**src/tsf_pkg.sv**
```systemverilog
// Shared types and constants for the thousands separator formatter.
// Used by tsf_ctrl, tsf_datapath and thousands_separator_formatter; no dependencies.
`timescale 1ns / 1ps

package tsf_pkg;

	localparam int VALUE_W   = 31;
	localparam int DIGITS    = 10;
	localparam int BCD_W     = 4 * DIGITS;
	localparam int CHAR_W    = 8;
	localparam int STEP_W    = 5;
	localparam int POS_W     = 4;

	localparam logic [CHAR_W-1:0] ZERO_CHAR = 8'h30;
	localparam logic [CHAR_W-1:0] SEP_CHAR  = 8'h2C;
	localparam logic [STEP_W-1:0] LAST_STEP = STEP_W'(VALUE_W - 1);

	typedef enum logic [2:0] {
		ST_IDLE,
		ST_CONVERT,
		ST_COUNT,
		ST_EMIT_DIGIT,
		ST_EMIT_COMMA
	} state_t;

	typedef struct packed {
		logic load;
		logic conv_step;
		logic set_pos;
		logic dec_pos;
		logic emit_digit;
		logic emit_comma;
	} cmd_t;

	typedef struct packed {
		logic conv_done;
		logic pos_zero;
		logic comma_next;
	} status_t;

endpackage

```
**src/thousands_separator_formatter.sv**
```systemverilog
// Start is taken in idle and the value is loaded at the accepting edge; then come 31
// shift-add-3 steps, 1 digit count and the output register before the first character appears;
// then one character per cycle, up to 13.
// The serial BCD converter takes no new start while an item is in progress: busy stays high
// until the last character has been registered.
// Reset: arst_n clears the controller, the step and digit counters and the strobe at once.
// The receiver cannot stall: each character is shown for exactly one cycle with strobe high.
`timescale 1ns / 1ps

module thousands_separator_formatter (
	input  logic                        clk,
	input  logic                        arst_n,
	input  logic                        start,
	output logic                        busy,
	input  logic [tsf_pkg::VALUE_W-1:0] value,
	output logic                        strobe,
	output logic [tsf_pkg::CHAR_W-1:0]  text_char,
	output logic                        is_last
);

	tsf_pkg::cmd_t    cmd;
	tsf_pkg::status_t status;

	tsf_ctrl u_ctrl (
		.clk    (clk),
		.arst_n (arst_n),
		.start  (start),
		.status (status),
		.cmd    (cmd),
		.busy   (busy)
	);

	tsf_datapath u_datapath (
		.clk       (clk),
		.arst_n    (arst_n),
		.value     (value),
		.cmd       (cmd),
		.status    (status),
		.strobe    (strobe),
		.text_char (text_char),
		.is_last   (is_last)
	);

endmodule

```
**src/tsf_ctrl.sv**
```systemverilog
// Controller state machine for the thousands separator formatter.
// Depends on tsf_pkg; drives tsf_datapath through command and status structs.
`timescale 1ns / 1ps

module tsf_ctrl (
	input  logic             clk,
	input  logic             arst_n,
	input  logic             start,
	input  tsf_pkg::status_t status,
	output tsf_pkg::cmd_t    cmd,
	output logic             busy
);

	tsf_pkg::state_t state_q;
	tsf_pkg::state_t state_next;

	always_ff @(posedge clk or negedge arst_n) begin
		if (!arst_n) begin
			state_q <= tsf_pkg::ST_IDLE;
		end else begin
			state_q <= state_next;
		end
	end

	always_comb begin
		state_next = state_q;
		cmd        = '0;
		busy       = 1'b1;
		case (state_q)
			tsf_pkg::ST_IDLE: begin
				busy = 1'b0;
				if (start) begin
					cmd.load   = 1'b1;
					state_next = tsf_pkg::ST_CONVERT;
				end
			end
			tsf_pkg::ST_CONVERT: begin
				cmd.conv_step = 1'b1;
				if (status.conv_done) begin
					state_next = tsf_pkg::ST_COUNT;
				end
			end
			tsf_pkg::ST_COUNT: begin
				cmd.set_pos = 1'b1;
				state_next  = tsf_pkg::ST_EMIT_DIGIT;
			end
			tsf_pkg::ST_EMIT_DIGIT: begin
				cmd.emit_digit = 1'b1;
				if (status.pos_zero) begin
					state_next = tsf_pkg::ST_IDLE;
				end else begin
					cmd.dec_pos = 1'b1;
					state_next  = status.comma_next ? tsf_pkg::ST_EMIT_COMMA
					                                : tsf_pkg::ST_EMIT_DIGIT;
				end
			end
			tsf_pkg::ST_EMIT_COMMA: begin
				cmd.emit_comma = 1'b1;
				state_next     = tsf_pkg::ST_EMIT_DIGIT;
			end
			default: begin
				state_next = tsf_pkg::ST_IDLE;
			end
		endcase
	end

endmodule

```
**src/tsf_datapath.sv**
```systemverilog
// Datapath: shift-add-3 binary to BCD converter, digit pointer and output registers.
// Depends on tsf_pkg; commanded by tsf_ctrl.
`timescale 1ns / 1ps

module tsf_datapath (
	input  logic                           clk,
	input  logic                           arst_n,
	input  logic [tsf_pkg::VALUE_W-1:0]    value,
	input  tsf_pkg::cmd_t                  cmd,
	output tsf_pkg::status_t               status,
	output logic                           strobe,
	output logic [tsf_pkg::CHAR_W-1:0]     text_char,
	output logic                           is_last
);

	logic [tsf_pkg::VALUE_W-1:0] bin_q;
	logic [tsf_pkg::BCD_W-1:0]   bcd_q;
	logic [tsf_pkg::BCD_W-1:0]   bcd_adj;
	logic [tsf_pkg::STEP_W-1:0]  step_q;
	logic [tsf_pkg::POS_W-1:0]   pos_q;
	logic [tsf_pkg::POS_W-1:0]   msd_pos;
	logic [3:0]                  cur_digit;
	logic                        strobe_q;
	logic [tsf_pkg::CHAR_W-1:0]  char_q;
	logic                        last_q;

	always_comb begin
		for (int d = 0; d < tsf_pkg::DIGITS; d++) begin
			if (bcd_q[d*4 +: 4] >= 4'd5) begin
				bcd_adj[d*4 +: 4] = bcd_q[d*4 +: 4] + 4'd3;
			end else begin
				bcd_adj[d*4 +: 4] = bcd_q[d*4 +: 4];
			end
		end
	end

	always_comb begin
		msd_pos = '0;
		for (int d = 0; d < tsf_pkg::DIGITS; d++) begin
			if (bcd_q[d*4 +: 4] != 4'd0) begin
				msd_pos = tsf_pkg::POS_W'(d);
			end
		end
	end

	always_comb begin
		case (pos_q)
			4'd0:    cur_digit = bcd_q[3:0];
			4'd1:    cur_digit = bcd_q[7:4];
			4'd2:    cur_digit = bcd_q[11:8];
			4'd3:    cur_digit = bcd_q[15:12];
			4'd4:    cur_digit = bcd_q[19:16];
			4'd5:    cur_digit = bcd_q[23:20];
			4'd6:    cur_digit = bcd_q[27:24];
			4'd7:    cur_digit = bcd_q[31:28];
			4'd8:    cur_digit = bcd_q[35:32];
			4'd9:    cur_digit = bcd_q[39:36];
			default: cur_digit = 4'd0;
		endcase
	end

	always_comb begin
		status.conv_done  = (step_q == '0);
		status.pos_zero   = (pos_q == '0);
		status.comma_next = (pos_q == 4'd3) || (pos_q == 4'd6) || (pos_q == 4'd9);
	end

	always_ff @(posedge clk) begin
		if (cmd.load) begin
			bin_q <= value;
			bcd_q <= '0;
		end else if (cmd.conv_step) begin
			bin_q <= {bin_q[tsf_pkg::VALUE_W-2:0], 1'b0};
			bcd_q <= {bcd_adj[tsf_pkg::BCD_W-2:0], bin_q[tsf_pkg::VALUE_W-1]};
		end
		if (cmd.emit_digit) begin
			char_q <= tsf_pkg::ZERO_CHAR + {4'd0, cur_digit};
			last_q <= (pos_q == '0);
		end else if (cmd.emit_comma) begin
			char_q <= tsf_pkg::SEP_CHAR;
			last_q <= 1'b0;
		end
	end

	always_ff @(posedge clk or negedge arst_n) begin
		if (!arst_n) begin
			step_q   <= '0;
			pos_q    <= '0;
			strobe_q <= 1'b0;
		end else begin
			if (cmd.load) begin
				step_q <= tsf_pkg::LAST_STEP;
			end else if (cmd.conv_step && (step_q != '0)) begin
				step_q <= step_q - 1'b1;
			end
			if (cmd.set_pos) begin
				pos_q <= msd_pos;
			end else if (cmd.dec_pos) begin
				pos_q <= pos_q - 1'b1;
			end
			strobe_q <= cmd.emit_digit | cmd.emit_comma;
		end
	end

	assign strobe    = strobe_q;
	assign text_char = char_q;
	assign is_last   = last_q;

endmodule
```
**config.mk**
```make
export PLATFORM = sky130hd
export DESIGN_NAME = thousands_separator_formatter
export DESIGN_NICKNAME = d
export VERILOG_FILES = /design/src/tsf_pkg.sv /design/src/thousands_separator_formatter.sv /design/src/tsf_ctrl.sv /design/src/tsf_datapath.sv
export SDC_FILE = /design/constraint.sdc
export NUM_CORES = 1
export LEC_CHECK = 0
export ABC_AREA = 0
export BUFFER_PORTS_ARGS = -buffer_cell sky130_fd_sc_hd__buf_2
export CAP_MARGIN = 20
export CORE_MARGIN = 3
export CORE_UTILIZATION = 61
export CTS_BUF_LIST = sky130_fd_sc_hd__clkbuf_8
export DETAILED_ROUTE_END_ITERATION = 8
export GPL_TIMING_DRIVEN = 0
export PLACE_DENSITY = 0.83
export SYNTH_ARGS = -nofsm -noshare
export SYNTH_HDL_FRONTEND = slang
export SYNTH_SLANG_ARGS = --single-unit
```
**constraint.sdc**
```tcl
create_clock -name clk -period 3.3 [get_ports clk]
set_input_delay 0.165 -clock clk [delete_from_list [all_inputs] [get_ports clk]]
set_output_delay 0.165 -clock clk [all_outputs]
set_load 0.01 [all_outputs]
```
# --- Word-level counts from Yosys, hierarchy flattened ---
# Index checks and enable logic that the tools add are counted.
word_totals:
  regBits: 93
  wordCells: 112
  in_bits: 34
  out_inout_bits: 11
op_classes:
  eq_ne: 15
  addsub: 13
  magnitude_cmp: 10
  n_reduce_logical: 22
  bitwise: 1
  muxes: 43
op_table:
  columns: ["cell", "n"]
  rows:
  - ["31-bit two-way mux", 2]
  - ["4-bit two-way mux", 13]
  - ["4-bit by 3-bit >= comparator with 1-bit output, second input constant", 10]
  - ["4-bit case mux with 10 select lines", 1]
  - ["4-bit by 2-bit adder with 4-bit output, second input constant", 9]
  - ["4-bit nonzero test", 9]
  - ["3-bit two-way mux", 9]
  - ["4-bit by 3-bit equality test with 1-bit output, second input constant", 4]
  - ["8-bit two-way mux", 2]
  - ["3-bit case mux with 4 select lines", 1]
  - ["1-bit two-way mux", 10]
  - ["5-bit two-way mux", 2]
  - ["4-bit by 2-bit equality test with 1-bit output, second input constant", 2]
  - ["4-bit equality test, second input constant", 2]
  - ["2-bit nonzero test", 4]
  - ["6-bit by 4-bit adder with 7-bit output, first input constant", 1]
  - ["3-bit by 2-bit equality test with 1-bit output, second input constant", 2]
  - ["2-bit two-way mux", 3]
  - ["5-bit zero test", 1]
  - ["5-bit nonzero test", 1]
  - ["5-bit by 1-bit subtractor with 5-bit output, second input constant", 1]
  - ["4-bit by 1-bit equality test with 1-bit output, second input constant", 1]
  - ["4-bit zero test", 1]
  - ["2-bit inequality test, second input constant", 2]
  - ["other kinds (10)", 11]

# --- Longest topological paths before layout ---
# Gate-level depths: netlist of the first run.
logic_depth:
  ltp_word: 11
  ltp_mapped: 7
  depth_no_buf: 7

# --- Modules after synthesis ---
# A second synthesis of the first run with hierarchy kept.
hier_totals:
  cells_unflattened: 497
  area_unflattened_um2: 5036.1
modules_own_cells:
  columns: ["mod", "seq_area_each_um2", "area_per_inst_um2", "cells_each", "n_inst"]
  rows:
  - ["tsf_datapath", 2162.1, 4835.9, 476, 1]
  - ["tsf_ctrl", 75.1, 200.2, 21, 1]

# --- Least setup slack after synthesis of the first run ---
# Ideal clock, no wire load.
synth_timing:
  kind: "reg2reg"
  startpoint: "register u_ctrl.state_q[1]"
  endpoint: "register u_datapath.bin_q[0] (netlist bit) (enable)"
  path_buffers: 3
  setup_time_ns: 0.388
  path_slack_ns: 1.048
  period_less_slack_ns: 2.252
  path_stages_with_launch: 6
  t_required_ns: 2.912
  arrival_ns: 1.864
  cell_sequence: "dfrtp_1 > buf_2 > or3b_1 > buf_2 > clkbuf_1 > nand2_1"
synth_via:
  elab_chain_len: 3
  elab_cells_between_ends: 5
  classes_between: "eq/ne (1); mux (2); reduce/logical (2)"
synth_lines:
  columns: ["item", "line", "rtl"]
  rows:
  - ["start, declared", "tsf_ctrl.sv:14", "tsf_pkg::state_t state_q;"]
  - ["start signal, assigned", "tsf_ctrl.sv:19", "state_q <= tsf_pkg::ST_IDLE;"]
  - ["start signal, assigned", "tsf_ctrl.sv:21", "state_q <= state_next;"]
  - ["3-bit by 1-bit equality test with 1-bit output / 3-bit zero test (equally long branches)", "tsf_ctrl.sv:29", "case (state_q)"]
  - ["1-bit two-way mux", "tsf_ctrl.sv:29", null]
  - ["2-bit nonzero test (no source line) *", null, null]
  - ["end signal, assigned", "tsf_datapath.sv:70", "bin_q <= value;"]
  - ["end signal, assigned", "tsf_datapath.sv:73", "bin_q <= {bin_q[tsf_pkg::VALUE_W-2:0], 1'b0};"]
  - ["end, declared", "tsf_datapath.sv:16", "logic [tsf_pkg::VALUE_W-1:0] bin_q;"]
# Every way passes the cells marked *; elsewhere a longest branch is shown, timed or not.
# A chain may end at the register's enable or synchronous reset.

# --- Final worst setup path of the first run ---
layout_timing:
  startpoint: "register u_ctrl.state_q[1]"
  endpoint: "register u_datapath.bin_q[4] (netlist bit) (enable)"
# Same word-level chain as after synthesis.

==> results of run 1 <==
[layout make-up]
class	instances	area [µm²]
inverters	30	113
repair buffers	43	230
clock buffers	9	124
flip-flops and latches	90	2240
plain buffers	32	140
fillers	618	2320
well taps	102	128
clock inverters	7	53.8
multi-input cells	427	2460
[worst max path at each step]
stage / depth (start not counted) / start / end
after floorplan: 5 / u_ctrl.state_q[1]$_DFFE_PN0P_ / u_datapath.bin_q[0]$_SDFFCE_PN0P_
after global placement: 5 / u_ctrl.state_q[1]$_DFFE_PN0P_ / u_datapath.bin_q[4]$_DFFE_PP_
after detailed placement: 6 / u_ctrl.state_q[1]$_DFFE_PN0P_ / u_datapath.bin_q[3]$_DFFE_PP_
after CTS: 6 / u_ctrl.state_q[1]$_DFFE_PN0P_ / u_datapath.bin_q[3]$_DFFE_PP_
after global routing: 6 / u_ctrl.state_q[1]$_DFFE_PN0P_ / u_datapath.bin_q[5]$_DFFE_PP_
final: 6 / u_ctrl.state_q[1]$_DFFE_PN0P_ / u_datapath.bin_q[4]$_DFFE_PP_
[tightest hold or removal path, stage by stage]
cell and delay (ns):
buf_2 0.07, nand2_1 0.04, nand2_1 0.04
[logic make-up after synthesis]
| logic type | count (synthesis) | synth area share (%) |
|---|---|---|
| compound gates | 140 | 16.7 |
| xor+xnor | 16 | 2.83 |
| fa+ha+maj | 27 | 6.83 |
| buf+inv | 62 | 5.11 |
| flops | 90 | 45.2 |
| mux | 5 | 1.06 |
| other cells | 2 | 0.152 |
| simple gates | 236 | 22.1 |
[stage by stage]
stage | cell area, µm² | worst slack, ns | std cells
after floorplan | 4950 | 1.05 | 579
after global placement | 5280 | 0.551 | 722
after detailed placement | 5300 | 0.567 | 723
after CTS | 5490 | 0.514 | 740
after global routing | 5490 | 0.398 | 740
final | 5490 | 0.528 | 740
[placed cells by master, fill, tap and decap left out, types with 4 or more instances in the layout]
| cell | netlist | routed |
|---|---|---|
| a21oi_1 | 53 | 53 |
| a22oi_1 | 4 | 4 |
| a31oi_1 | 7 | 7 |
| buf_2 | 7 | 48 |
| clkbuf_1 | 20 | 20 |
| clkbuf_8 | 0 | 9 |
| dfrtp_1 | 13 | 13 |
| dfxtp_1 | 40 | 40 |
| edfxtp_1 | 37 | 37 |
| ha_1 | 27 | 27 |
| inv_1 | 30 | 31 |
| nand2_1 | 126 | 126 |
| nand2b_1 | 11 | 11 |
| nand3_1 | 35 | 35 |
| nor2_1 | 31 | 31 |
| nor3b_1 | 11 | 11 |
| o21ai_0 | 48 | 48 |
| xnor2_1 | 13 | 13 |
[layer usage]
layer | wire [µm] | vias up | GRT usage [%]
met4 | 207 | 0 | 9.72
met1 | 5240 | 2085 | 36.1
met2 | 5630 | 186 | 42.0
li1 | - | 2118 | -
met5 | 0 | - | 0
met3 | 890 | 19 | 5.55
[sequential cells by signal (all words and copies together), names as in the netlist]
name                  count
u_datapath.text_char      5
u_datapath.is_last        1
u_ctrl.state_q            3
u_datapath.pos_q          4
u_datapath.bcd_q         40
u_datapath.bin_q         31
u_datapath.step_q         5
u_datapath.strobe         1
[power groups by stage]
| stage | sequential, mW | combinational, mW | clock, mW |
|---|---|---|---|
| floorplan | 2.14 | 2.04 | 0 |
| detailed placement | 2.25 | 2.77 | 0 |
| global route | 2.29 | 3.16 | 0.748 |
| finish | 2.24 | 2.81 | 0.698 |
| CTS | 2.23 | 2.79 | 0.697 |
| global placement | 2.23 | 2.60 | 0 |
[what timing repair did]
action,4_1_cts,5_1_grt
hold buffers,1,0
resized for setup,0,0
endpoints found under the hold margin,13,0
==> qor.csv, run 1 <==
stage,metric,value,unit
run_status,status,"finished, final reports clean",
clock_tree,CTS tree,built,
timing,Slew HR,40.5,%
min_path,Worst Hold Endpoint,u_datapath.bin_q[7]$_DFFE_PP_,
floorplan,die area,9220,µm²
power_and_ir_drop,Final Power,5.75,mW
floorplan,starting density of the core,63.3,%
clock_tree,clock-pin slew on the worst setup and hold paths,0.10,ns
power_and_ir_drop,switching share of power,45.3,%
worst_setup_path,CP endpoint kind,flop,
routing,drt first pass iters,5,
placement,PortBufs,41,
worst_setup_path,R2R Setup Slk,0.53,ns
global_route,vias in the first global route,3925,
worst_setup_path,"critical path fanouts, max",18,
clock_tree,Clock Path Buffers,2,
timing,final setup violating endpoints,0,
global_route,grt total ovfl,0,
timing,Hold Slack,0.0454,ns
clock_tree,TritonCTS Sinks,90,
timing,Tcrit/Tclk final,84.0,%
floorplan,num ports,45,
clock_tree,worst-skew pair later-pin latency,0.37,ns
global_route,initial antenna violation count,0,
yosys,Synth cell types,53,
min_path,class of the tightest hold or removal check,in2reg,
worst_setup_path,reg2reg end,u_datapath.bin_q[4]$_DFFE_PP_,
yosys,Synth async-reset ratio,14.4,%
timing,RSZ-0062 raised after global routing,false,
yosys,"EDFF count, synth",37,
timing,"Min Clock Period, post-route",2.77,ns
clock_tree,CTS Buf Count,9,
power_and_ir_drop,Switch Pwr,2.61,mW
yosys,top-count cell post-synth,nand2_1,
worst_setup_path,startpoint types,flop,
routing,via count,4408,
power_and_ir_drop,Power Density,1050,nW/µm²
worst_setup_path,CP bufs+invs,3,
timing,setup TNS,0,ns
routing,DRT Wirelength,12000,µm
worst_setup_path,reg2reg start,u_ctrl.state_q[1]$_DFFE_PN0P_,
timing,Post-Route Skew,0.0114,ns
yosys,Seq cells post-synth,90,
routing,WL per Instance,16.2,µm
timing,Worst-Margin Slew,0.883,ns
power_and_ir_drop,Int Pwr,3.15,mW
placement,dpl hpwl,8530,µm
timing,Slew Limit Fails,0,
worst_setup_path,Worst path max stage delay,0.67,ns
yosys,Avg Inst Size Synth,8.56,µm²
yosys,"Primary FF master, synth",dfxtp_1,
global_route,All-Layer GR Usage,26.6,%
worst_setup_path,CP Data Required Time,3.38,ns
clock_tree,# Post-CTS Setup Buffers,0,
worst_setup_path,r2r worst-path depth,6,
floorplan,Die Ht,96.0,µm
placement,Final Wtd Congestion,0.946,
worst_setup_path,CP arrival,2.85,ns
min_path,Hold Path Depth,3,
routing,post-route ant nets,0,
yosys,largest cells by area after synthesis,"edfxtp_1 (22%), dfxtp_1 (16%), nand2_1 (9.6%)",
final_layout,ratio of cells with drive above 1 in the final layout,11.9,%
final_layout,Final #Nets,694,
power_and_ir_drop,clock share of power,12.1,%
yosys,Post-Synthesis Cell Area,4950,µm²
final_layout,Area Overhead vs Synth,10.9,%
timing,final count of hold timing violations,0,
worst_setup_path,CP most frequent cell,nand2_1,
min_path,Hold Path Origin,value[7],
floorplan,core area,7810,µm²
power_and_ir_drop,Logic pwr share,48.9,%
yosys,post-synthesis sequential area ratio,45.2,%
floorplan,Std-Cell Rows,32,
routing,DR vias/cell,5.96,
floorplan,Die X-Extent,96.0,µm
clock_tree,CTS Root Cell,clkbuf_8,
routing,drt drc,0,
final_layout,fin util,70.3,%
worst_setup_path,Top Family by Delay on Critical Path,simple AND/OR/NAND/NOR gates,
timing,Fmax achieved,361,MHz
worst_setup_path,CP max stage cell,nand2_1,
worst_setup_path,worst path cell trace,"buf_2, nor3_1, nand2_1, clkbuf_1, nand2_1, buf_8",
yosys,Yosys top cell by area,edfxtp_1,
yosys,share of the synthesized area in the top cell type,22.5,%
final_layout,Inserted Diodes,0,
global_route,largest net degree at the start of global routing,19,
routing,Starting DRT DRC Count,294,
run,MaxCap Viol Count,0,
global_route,first-pass GRT wire length,18900,µm
yosys,synth warn,0,
power_and_ir_drop,Seq pwr share,39.0,%
yosys,most frequent cells after synthesis,"nand2_1 (126), a21oi_1 (53), o21ai_0 (48), dfxtp_1 (40), edfxtp_1 (37)",
yosys,Syn Inst Count,578,
worst_setup_path,critical path class,reg2reg,
clock_tree,H-tree depth,3,
power_and_ir_drop,peak supply drop,0.445,mV
power_and_ir_drop,leak pwr,2.25,nW
No activity file was read; power rests on OpenSTA's default activity.
==> run 2: changes to the inputs <==
==> constraint.sdc (replaced) <==
create_clock -name clk -period 2.8 [get_ports clk]
set_input_delay 0.14 -clock clk [delete_from_list [all_inputs] [get_ports clk]]
set_output_delay 0.14 -clock clk [all_outputs]
set_load 0.01 [all_outputs]
==> qor.csv, run 2 (synthesized netlist as in run 1, its figures left out) <==
stage,metric,value,unit
clock_tree,worst-skew pair later-pin latency,0.36,ns
placement,Place WS,0.0669,ns
routing,DRT Wirelength,12000,µm
final_layout,Inserted Diodes,0,
run,MaxCap Viol Count,0,
timing,final setup violating endpoints,0,
floorplan,core area,7810,µm²
timing,Tcrit/Tclk final,89.9,%
floorplan,num ports,45,
final_layout,"commonest non-fill, non-tap cell in the layout",nand2_1,
global_route,vias in the first global route,3925,
clock_tree,TritonCTS Sinks,90,
global_route,largest net degree at the start of global routing,19,
timing,Post-Route Skew,0.0120,ns
placement,dpl hpwl,8530,µm
worst_setup_path,R2R Setup Slk,0.28,ns
floorplan,Std-Cell Rows,32,
global_route,grt total ovfl,0,
run_status,status,"finished, final reports clean",
worst_setup_path,CP endpoint kind,flop,
final_layout,Multi-input gate area,2460,µm²
clock_tree,H-tree depth,3,
clock_tree,CTS Buf Count,9,
clock_tree,CTS Root Cell,clkbuf_8,
timing,RSZ-0062 raised after global routing,false,
final_layout,post-layout instance area,5490,µm²
final_layout,fin cells,740,
global_route,first-pass GRT wire length,18900,µm
timing,final count of hold timing violations,0,
routing,drt drc,0,
floorplan,starting density of the core,63.3,%
worst_setup_path,startpoint types,flop,
clock_tree,clock-pin slew on the worst setup and hold paths,0.10,ns
power_and_ir_drop,peak supply drop,0.525,mV
final_layout,max FFs per register,40,
routing,via count,4414,
floorplan,die area,9220,µm²
min_path,class of the tightest hold or removal check,in2reg,
timing,Hold Slack,0.0232,ns
placement,PortBufs,41,
power_and_ir_drop,Power Density,1240,nW/µm²
power_and_ir_drop,leak pwr,2.25,nW
final_layout,Fillers,619,
timing,setup slack after layout,0.282,ns
routing,Starting DRT DRC Count,280,
timing,Slew HR,41.4,%
floorplan,Die X-Extent,96.0,µm
routing,WL per Instance,16.2,µm
final_layout,most frequent cells in the layout,"nand2_1 (125), a21oi_1 (53), buf_2 (48), o21ai_0 (48), dfxtp_1 (40)",
clock_tree,# Post-CTS Setup Buffers,0,
routing,DR vias/cell,5.96,
routing,drt first pass iters,8,
timing,setup TNS,0,ns
final_layout,biggest regs,"u_datapath.bcd_q: 40 flops, u_datapath.bin_q: 31 flops",
worst_setup_path,"critical path fanouts, max",18,
timing,Fmax achieved,397,MHz
global_route,initial antenna violation count,0,
timing,Slew Limit Fails,0,
worst_setup_path,critical path class,reg2reg,
timing,"Min Clock Period, post-route",2.52,ns
worst_setup_path,CP Data Required Time,2.88,ns
worst_setup_path,CP arrival,2.59,ns
placement,placed cell areas,5300,µm²
final_layout,ratio of cells with drive above 1 in the final layout,12.1,%
timing,Worst-Margin Slew,0.870,ns
final_layout,Final #Nets,694,
final_layout,Largest Register,u_datapath.bcd_q,
floorplan,Die Ht,96.0,µm
clock_tree,Clock Path Buffers,2,
routing,post-route ant nets,0,
placement,placed cell count,723,
clock_tree,CTS tree,built,
final_layout,register area,2240,µm²
power_and_ir_drop,Final Power,6.79,mW
final_layout,fin util,70.3,%
final_layout,Area Overhead vs Synth,11.0,%
global_route,All-Layer GR Usage,26.6,%
placement,Final Wtd Congestion,0.946,
run 2: cell counts in the layout (fill, tap and decap cells not counted):
No cell type changed its count.
run 2: worst paths after layout:
check / startpoint / to / depth (start not counted)
min in group asynchronous: arst_n / u_datapath.step_q[3]$_DFFE_PN0P_ / 2
max in group asynchronous: arst_n / u_datapath.pos_q[3]$_DFFE_PN0P_ / 2
worst max register to register: u_ctrl.state_q[1]$_DFFE_PN0P_ / u_datapath.bin_q[4]$_DFFE_PP_ / 6
worst max-delay path: u_ctrl.state_q[1]$_DFFE_PN0P_ / u_datapath.bin_q[4]$_DFFE_PP_ / 6
worst min-delay path: value[7] / u_datapath.bin_q[7]$_DFFE_PP_ / 3
worst min register to register: u_datapath.bin_q[30]$_DFFE_PP_ / u_datapath.bcd_q[0]$_SDFFE_PP0N_ / 2
run 2: per-layer routing:
metal  GRT usage, %  part of all wire (%)  vias up
li1               -                     -     2114
met1           36.1                    44     2091
met2           42.0                    47      185
met3           5.55                   7.3       24
met4           9.72                   1.9        0
met5              0                     0        -
run 2: layout make-up:
| type | instances | share of cell area, % |
|---|---|---|
| Clock inverter | 7 | 0.980 |
| Multi-Input combinational cell | 427 | 44.9 |
| Clock buffer | 9 | 2.26 |
| Buffer | 32 | 2.55 |
| Tap cell | 102 | 2.33 |
| Inverter | 30 | 2.05 |
| Sequential cell | 90 | 40.8 |
| Timing Repair Buffer | 43 | 4.20 |
run 2: worst max-delay path, stage by stage, from the launching register on:
cell and delay, ns:
dfrtp_1 0.37, buf_2 0.16, nor3_1 0.38, nand2_1 0.33, clkbuf_1 0.31, nand2_2 0.43
buf_8 0.23
run 2: timing repair:
action,4_1_cts,5_1_grt
endpoints found under the hold margin,13,0
hold buffers,1,0
endpoints found under the setup margin,0,14
resized for setup,0,1
run 2: report_power, final:
group / switching, mW / total, mW / leakage, nW / internal (mW)
registers: 0.494 / 2.64 / 0.832 / 2.14
logic: 2.09 / 3.33 / 1.33 / 1.24
clock network: 0.490 / 0.819 / 0.0876 / 0.329
total: 3.08 / 6.79 / 2.25 / 3.71
